<file path="config.mk">
export PLATFORM = sky130hd
export DESIGN_NAME = range_frame_checker_unit
export DESIGN_NICKNAME = d
export VERILOG_FILES = /design/src/rtl/rfc_pkg.sv /design/src/rtl/rfc_in_stage.sv /design/src/rtl/rfc_parser.sv /design/src/rtl/rfc_out_stage.sv /design/src/rtl/range_frame_checker_unit.sv
export SDC_FILE = /design/constraint.sdc
export NUM_CORES = 1
export LEC_CHECK = 0
export ABC_AREA = 1
export BUFFER_PORTS_ARGS = -buffer_cell sky130_fd_sc_hd__buf_2
export CAP_MARGIN = 20
export CORE_ASPECT_RATIO = 1.4
export CORE_UTILIZATION = 43
export CTS_CLUSTER_DIAMETER = 200
export DETAILED_ROUTE_END_ITERATION = 12
export GPL_ROUTABILITY_DRIVEN = 0
export PLACE_DENSITY = 0.69
export SKIP_CTS_REPAIR_TIMING = 1
export SLEW_MARGIN = 20
export SYNTH_ARGS = -nofsm -noshare
export SYNTH_HDL_FRONTEND = slang
export SYNTH_SLANG_ARGS = --single-unit
</file>
<file path="constraint.sdc">
create_clock -name i_clk -period 4.9 [get_ports i_clk]
set_input_delay 0.735 -clock i_clk [delete_from_list [all_inputs] [get_ports i_clk]]
set_output_delay 0.735 -clock i_clk [all_outputs]
set_load 0.01 [all_outputs]
</file>
<file path="src/rtl/rfc_pkg.sv">
// Shared types, constants and the CRC-8 byte update for the range frame checker.
`timescale 1ns / 1ps

package rfc_pkg;

    localparam logic [7:0]  HEADER_BYTE      = 8'h54;
    localparam logic [7:0]  CRC_POLY         = 8'h07;
    localparam logic [7:0]  CRC_INIT         = 8'h00;
    localparam logic [15:0] RAW_OUT_OF_RANGE = 16'hFFFF;

    localparam int CFG_IDX_W  = 1;
    localparam int CFG_DATA_W = 16;

    typedef enum logic [CFG_IDX_W-1:0] {
        REG_MIN_RAW = 1'b0,
        REG_MAX_RAW = 1'b1
    } t_cfg_idx;

    typedef enum logic [1:0] {
        ST_VALID     = 2'd0,
        ST_TOO_CLOSE = 2'd1,
        ST_OUT_RANGE = 2'd2,
        ST_CRC_ERR   = 2'd3
    } t_status;

    typedef struct packed {
        logic [15:0] range_value;
        t_status     status;
    } t_result;

    // MSB-first CRC-8, one byte per call
    function automatic logic [7:0] crc8_byte(input logic [7:0] crc, input logic [7:0] b);
        logic [7:0] c;
        c = crc ^ b;
        for (int k = 0; k < 8; k++) begin
            if (c[7]) begin
                c = {c[6:0], 1'b0} ^ CRC_POLY;
            end else begin
                c = {c[6:0], 1'b0};
            end
        end
        return c;
    endfunction

endpackage

</file>
<file path="src/rtl/rfc_in_stage.sv">
// Input register stage: captures one received byte per handshake.
`timescale 1ns / 1ps

module rfc_in_stage (
    input  logic       i_clk,
    input  logic       i_rst_n,
    input  logic       i_valid,
    output logic       o_ready,
    input  logic [7:0] i_byte,
    output logic       o_valid,
    input  logic       i_take,
    output logic [7:0] o_byte
);

    logic       r_valid;
    logic [7:0] r_byte;

    assign o_ready = !r_valid || i_take;
    assign o_valid = r_valid;
    assign o_byte  = r_byte;

    always_ff @(posedge i_clk) begin
        if (!i_rst_n) begin
            r_valid <= 1'b0;
        end else if (o_ready) begin
            r_valid <= i_valid;
        end
    end

    always_ff @(posedge i_clk) begin
        if (o_ready && i_valid) begin
            r_byte <= i_byte;
        end
    end

endmodule

</file>
<file path="src/rtl/rfc_parser.sv">
// Frame parser: header sync, CRC-8 accumulation, range capture and status decision.
`timescale 1ns / 1ps

module rfc_parser #(
    parameter int FRAME_LEN = 4
) (
    input  logic                             i_clk,
    input  logic                             i_rst_n,
    input  logic                             i_cfg_we,
    input  logic [rfc_pkg::CFG_IDX_W-1:0]    i_cfg_addr,
    input  logic [rfc_pkg::CFG_DATA_W-1:0]   i_cfg_wdata,
    input  logic                             i_step,
    input  logic [7:0]                       i_byte,
    output logic                             o_res_valid,
    output rfc_pkg::t_result                 o_res
);

    localparam int POS_W = $clog2(FRAME_LEN);
    localparam logic [POS_W-1:0] LAST_POS = POS_W'(FRAME_LEN - 1);

    logic [15:0]      r_min_raw;
    logic [15:0]      r_max_raw;
    logic [POS_W-1:0] r_pos;
    logic [POS_W-1:0] n_pos;
    logic [7:0]       r_crc;
    logic [7:0]       n_crc;
    logic [7:0]       r_range_hi;
    logic [7:0]       n_range_hi;
    logic [7:0]       r_range_lo;
    logic [7:0]       n_range_lo;
    logic [7:0]       crc_step;
    logic [15:0]      raw;

    always_ff @(posedge i_clk) begin
        if (!i_rst_n) begin
            r_min_raw <= 16'h0000;
            r_max_raw <= 16'hFFFF;
        end else if (i_cfg_we) begin
            case (rfc_pkg::t_cfg_idx'(i_cfg_addr))
                rfc_pkg::REG_MIN_RAW: r_min_raw <= i_cfg_wdata;
                rfc_pkg::REG_MAX_RAW: r_max_raw <= i_cfg_wdata;
                default: ;
            endcase
        end
    end

    assign crc_step = rfc_pkg::crc8_byte(r_crc, i_byte);
    assign raw      = {r_range_hi, r_range_lo};

    always_comb begin
        n_pos       = r_pos;
        n_crc       = r_crc;
        n_range_hi  = r_range_hi;
        n_range_lo  = r_range_lo;
        o_res_valid = 1'b0;
        if (i_step) begin
            if (r_pos == '0) begin
                if (i_byte == rfc_pkg::HEADER_BYTE) begin
                    n_crc = rfc_pkg::crc8_byte(rfc_pkg::CRC_INIT, i_byte);
                    n_pos = POS_W'(1);
                end
            end else if (r_pos < LAST_POS) begin
                n_crc = crc_step;
                if (r_pos == POS_W'(1)) begin
                    n_range_hi = i_byte;
                end else if (r_pos == POS_W'(2)) begin
                    n_range_lo = i_byte;
                end
                n_pos = r_pos + POS_W'(1);
            end else begin
                o_res_valid = 1'b1;
                n_pos       = '0;
                n_crc       = rfc_pkg::CRC_INIT;
            end
        end
    end

    // first match wins
    always_comb begin
        o_res.range_value = raw;
        if (r_crc != i_byte) begin
            o_res.status = rfc_pkg::ST_CRC_ERR;
        end else if (raw == 16'h0000) begin
            o_res.status = rfc_pkg::ST_TOO_CLOSE;
        end else if (raw == rfc_pkg::RAW_OUT_OF_RANGE) begin
            o_res.status = rfc_pkg::ST_OUT_RANGE;
        end else if (raw > r_max_raw) begin
            o_res.status = rfc_pkg::ST_OUT_RANGE;
        end else if (raw < r_min_raw) begin
            o_res.status = rfc_pkg::ST_TOO_CLOSE;
        end else begin
            o_res.status = rfc_pkg::ST_VALID;
        end
    end

    always_ff @(posedge i_clk) begin
        if (!i_rst_n) begin
            r_pos      <= '0;
            r_crc      <= rfc_pkg::CRC_INIT;
            r_range_hi <= 8'h00;
            r_range_lo <= 8'h00;
        end else begin
            r_pos      <= n_pos;
            r_crc      <= n_crc;
            r_range_hi <= n_range_hi;
            r_range_lo <= n_range_lo;
        end
    end

endmodule

</file>
<file path="src/rtl/rfc_out_stage.sv">
// Result register: holds one result item until the downstream side takes it.
`timescale 1ns / 1ps

module rfc_out_stage (
    input  logic             i_clk,
    input  logic             i_rst_n,
    input  logic             i_load,
    input  rfc_pkg::t_result i_res,
    output logic             o_free,
    output logic             o_valid,
    input  logic             i_ready,
    output rfc_pkg::t_result o_res
);

    logic             r_valid;
    rfc_pkg::t_result r_res;

    assign o_free  = !r_valid || i_ready;
    assign o_valid = r_valid;
    assign o_res   = r_res;

    always_ff @(posedge i_clk) begin
        if (!i_rst_n) begin
            r_valid <= 1'b0;
        end else if (o_free) begin
            r_valid <= i_load;
        end
    end

    always_ff @(posedge i_clk) begin
        if (o_free && i_load) begin
            r_res <= i_res;
        end
    end

endmodule

</file>
<file path="src/rtl/range_frame_checker_unit.sv">
// Path: a frame's last byte is held in the input register, then the parser's
// status decision is captured in the result register that drives the output.
// Throughput: one byte per cycle; input register, parser and result register
// advance together, stalling only while the result register is held.
// Reset (synchronous, active low): receiver idle awaiting header, CRC cleared,
// min_raw 0, max_raw 0xFFFF, both pipeline registers empty.
`timescale 1ns / 1ps

module range_frame_checker_unit #(
    parameter int FRAME_LEN = 4
) (
    input  logic                           i_clk,
    input  logic                           i_rst_n,
    input  logic                           i_cfg_we,
    input  logic [rfc_pkg::CFG_IDX_W-1:0]  i_cfg_addr,
    input  logic [rfc_pkg::CFG_DATA_W-1:0] i_cfg_wdata,
    input  logic                           i_s_axis_tvalid,
    output logic                           o_s_axis_tready,
    input  logic [7:0]                     i_s_axis_tdata,  // [7:0] rx_byte
    output logic                           o_m_axis_tvalid,
    input  logic                           i_m_axis_tready,
    output logic [23:0]                    o_m_axis_tdata   // [15:0] range_value, [17:16] status
);

    logic             in_valid;
    logic [7:0]       in_byte;
    logic             out_free;
    logic             res_valid;
    rfc_pkg::t_result res;
    rfc_pkg::t_result out_res;

    rfc_in_stage u_in (
        .i_clk   (i_clk),
        .i_rst_n (i_rst_n),
        .i_valid (i_s_axis_tvalid),
        .o_ready (o_s_axis_tready),
        .i_byte  (i_s_axis_tdata),
        .o_valid (in_valid),
        .i_take  (out_free),
        .o_byte  (in_byte)
    );

    rfc_parser #(
        .FRAME_LEN (FRAME_LEN)
    ) u_parser (
        .i_clk       (i_clk),
        .i_rst_n     (i_rst_n),
        .i_cfg_we    (i_cfg_we),
        .i_cfg_addr  (i_cfg_addr),
        .i_cfg_wdata (i_cfg_wdata),
        .i_step      (in_valid && out_free),
        .i_byte      (in_byte),
        .o_res_valid (res_valid),
        .o_res       (res)
    );

    rfc_out_stage u_out (
        .i_clk   (i_clk),
        .i_rst_n (i_rst_n),
        .i_load  (res_valid),
        .i_res   (res),
        .o_free  (out_free),
        .o_valid (o_m_axis_tvalid),
        .i_ready (i_m_axis_tready),
        .o_res   (out_res)
    );

    assign o_m_axis_tdata = {6'b000000, out_res.status, out_res.range_value};

endmodule

</file>
==> load_flow_metrics.sql <==
INSERT INTO impl_metrics (metric_group, metric, value, unit) VALUES
('synthesis', 'synthesis.area', '0.00459', 'mm²'),
('synthesis', 'synthesis.yosys.warnings', '0', ''),
('timing', 'max_freq', '0.443', 'GHz'),
('synthesis', 'ys_top_cells_by_count', 'sky130_fd_sc_hd__nand2_1, sky130_fd_sc_hd__inv_1, sky130_fd_sc_hd__dfxtp_1', ''),
('hold_path', 'hold_path.class', 'reg2reg', ''),
('cells_and_area', 'area.growth.synth_to_final', '14.4', '%'),
('clocking', 'cts.clk_slew.worst_paths', '0.06', 'ns'),
('cells_and_area', 'fillCellCount', '1042', ''),
('synthesis', 'postSynthRegisterBits', '86', ''),
('route', 'drcViolationCount', '0', ''),
('clocking', 'tritoncts_num_sinks', '86', ''),
('clocking', 'clock_tree.buffer_depth', '2', ''),
('timing', 'slew_violations', '0', ''),
('floorplan', 'die_w', '89.3', 'µm'),
('timing', 'rsz0062_at_grt', 'no', ''),
('placed_design', 'dpl-instance-area', '0.00492', 'mm²'),
('run', 'max_cap_violations', '0', ''),
('cells_and_area', 'insertedDiodeCount', '0', ''),
('synthesis', 'synth_edf_count', '26', ''),
('cells_and_area', 'final_layout_size_suffix_gt1_share', '13.6', '%'),
('clocking', 'insertion_delay', '0.34', 'ns'),
('cells_and_area', 'fin_nets', '684', ''),
('placed_design', 'place.port_buffers', '49', ''),
('floorplan', 'fp.coreArea', '0.0103', 'mm²'),
('timing', 'slew_headroom', '36.3', '%'),
('synthesis', 'synth.top_cell.area_share', '26.2', '%'),
('power', 'p_leak', '2.50', 'nW'),
('route', 'drt_first_pass_iters', '4', ''),
('clocking', 'number_of_buffers_created_by_cts', '9', ''),
('clocking', 'cts_tree', 'done', ''),
('critical_path', 'critical_path_class', 'reg2reg', ''),
('route', 'antenna_violation_net_count_after_detailed_routing', '0', ''),
('synthesis', 'synth_seq_area_share', '43.2', '%'),
('synthesis', 'synthCells', '567', ''),
('timing', 'setup-tns-final', '0', 'ns'),
('floorplan', 'io-pin-count', '56', ''),
('status', 'run_status', 'complete, no violations', ''),
('timing', 'post-route-period-util', '46.1', '%'),
('global_routing', 'wire_length_of_the_first_global_routing_pass', '17.0', 'mm'),
('timing', 'final_critical_path_time_including_i_o_delays_and_setup', '2.26', 'ns'),
('synthesis', 'synth_area_leaders', 'sky130_fd_sc_hd__dfxtp_1, sky130_fd_sc_hd__edfxtp_1, sky130_fd_sc_hd__ha_1', ''),
('critical_path', 'path_max_fanout', '12', ''),
('route', 'dr_total_vias', '3812', ''),
('global_routing', 'global_route.usage.total', '19.9', '%'),
('synthesis', 'netlist-cell-type-count', '30', ''),
('critical_path', 'startpoint_type', 'register', ''),
('synthesis', 'syn_area_per_cell', '8.09', 'µm²'),
('clocking', 'ctsHtreeMaxLevel', '3', ''),
('global_routing', 'global_route.overflow_total', '0', ''),
('global_routing', 'grt_pass1_vias', '3885', ''),
('global_routing', 'pin_count_of_the_biggest_net_entering_global_routing', '61', ''),
('synthesis', 'synth_ff_type', 'sky130_fd_sc_hd__dfxtp_1', ''),
('timing', 'fin_worst_skew', '0.00481', 'ns'),
('timing', 'setup_viol', '0', ''),
('route', 'drt_iter0_drc', '155', ''),
('route', 'routed_via_density', '5.06', ''),
('synthesis', 'synthMostInstantiatedCell', 'sky130_fd_sc_hd__nand2_1', ''),
('route', 'drt_wirelength', '10.1', 'mm'),
('clocking', 'root_buffer', 'sky130_fd_sc_hd__clkbuf_16', ''),
('global_routing', 'grt_antenna_before_repair', '0', ''),
('power', 'power_density', '321', 'mW/mm²'),
('critical_path', 'cp-end-kind', 'register', ''),
('power', 'max-vdd-ir-drop', '0.000204', 'V'),
('floorplan', 'initial_core_util', '44.3', '%'),
('floorplan', 'die_area', '0.0111', 'mm²'),
('floorplan', 'num_rows', '44', ''),
('placed_design', 'place_hpwl', '7.64', 'mm'),
('route', 'wl_per_cell', '13.4', 'µm'),
('power', 'report.power.total', '0.00169', 'W'),
('synthesis', 'synth_async_sr_flop_share', '0', '%'),
('synthesis', 'synth_largest_area_cell', 'sky130_fd_sc_hd__dfxtp_1', ''),
('cells_and_area', 'final_area', '0.00525', 'mm²'),
('critical_path', 'cp.required', '5.13', 'ns'),
('floorplan', 'die-height', '124', 'µm'),
('timing', 'tightest_slew', '0.956', 'ns'),
('critical_path', 'crit_arrival', '2.49', 'ns'),
('timing', 'timing.final.hold_violations', '0', '');
[final cells by class]
| cell class | count | area [µm²] | share of cell area, % |
|---|---|---|---|
| repair buffers | 50 | 253 | 4.82 |
| inverters | 88 | 330 | 6.29 |
| clock inverters | 7 | 98.8 | 1.88 |
| well taps | 138 | 173 | 3.29 |
| clock buffers | 9 | 225 | 4.29 |
| flip-flops and latches | 86 | 1980 | 37.8 |
| multi-input cells | 376 | 2190 | 41.7 |
[through the flow]
stage | hold WS (ns) | utilization [%] | cells | setup slack (ns)
global placement | 0.429 | 47.6 | 738 | 2.60
detailed placement | 0.431 | 47.6 | 738 | 2.53
floorplan | 0.408 | - | 572 | 2.81
global route | 0.458 | 50.7 | 754 | 2.38
CTS | 0.445 | 50.7 | 754 | 2.66
finish | 0.441 | 50.7 | 754 | 2.64
[layer usage]
layer | up-vias | track usage (%) | routed length, µm
li1 | 1961 | - | -
met1 | 1726 | 20.7 | 4070
met2 | 90 | 35.3 | 5240
met3 | 35 | 4.19 | 324
met4 | 0 | 11.8 | 445
met5 | - | 0 | 0
[flip-flops by register name, summed over array words and instances, names as in the netlist]
name,cells
u_in.o_byte,8
u_in.o_valid,1
u_out.o_res,18
u_out.o_valid,1
u_parser.r_crc,8
u_parser.r_max_raw,16
u_parser.r_min_raw,16
u_parser.r_pos,2
u_parser.r_range_hi,8
u_parser.r_range_lo,8
[final timing paths]
kind | end | slack [ns] | startpoint | cells after the start
setup / recovery | u_parser.r_crc[4]$_SDFFE_PN0P_ | 2.64 | u_in.o_byte[3]$_DFFE_PP_ | 7
hold / removal | u_out.o_res[2]$_DFFE_PP_ | 0.44 | u_parser.r_range_lo[0]$_SDFFE_PN0P_ | 0
setup reg to reg | u_parser.r_crc[4]$_SDFFE_PN0P_ | 2.64 | u_in.o_byte[3]$_DFFE_PP_ | 7
hold reg to reg | u_out.o_res[2]$_DFFE_PP_ | 0.44 | u_parser.r_range_lo[0]$_SDFFE_PN0P_ | 0
[cells by family after synthesis]
family / Yosys count / share of synthesized area, %
and+or+nand+nor: 188 / 17.8
AOI/OAI and AO/OA: 129 / 15.2
buffers and inverters: 110 / 9.57
DFF: 86 / 43.2
adders and majority gates: 43 / 11.7
xor gates and xnor gates: 10 / 2.40
other: 1 / 0.0817
[critical path: stages, from the launching register on]
cell and delay (ns):
sky130_fd_sc_hd__edfxtp_1 0.49, sky130_fd_sc_hd__inv_1 0.14, sky130_fd_sc_hd__ha_1 0.15, sky130_fd_sc_hd__nand4_1 0.11, sky130_fd_sc_hd__a21oi_1 0.66, sky130_fd_sc_hd__inv_1 0.31, sky130_fd_sc_hd__nor2_1 0.22, sky130_fd_sc_hd__a21oi_2 0.07
[power breakdown]
group	total [W]	switching (W)	leakage [nW]	internal, W
combinational	0.000181	0.000114	1.62	0.0000669
sequential	0.000772	0.0000173	0.729	0.000755
clock	0.000733	0.000285	0.156	0.000448
[placed cells by master, fill, tap and decap left out, drive strengths merged]
cell	count
nand3	16
bufinv	2
buf	50
conb	6
edfxtp	26
a21o	1
xnor2	7
nand4	10
o21ai	52
o221ai	1
nor4	4
dfxtp	60
nand2	129
clkinv	4
clkinvlp	1
nor3	4
a31oi	1
or2	1
inv	88
xor2	3
nor2	24
ha	43
a21boi	1
clkbuf	9
a21oi	58
o211ai	15
Power figures use the tool's default switching activity.
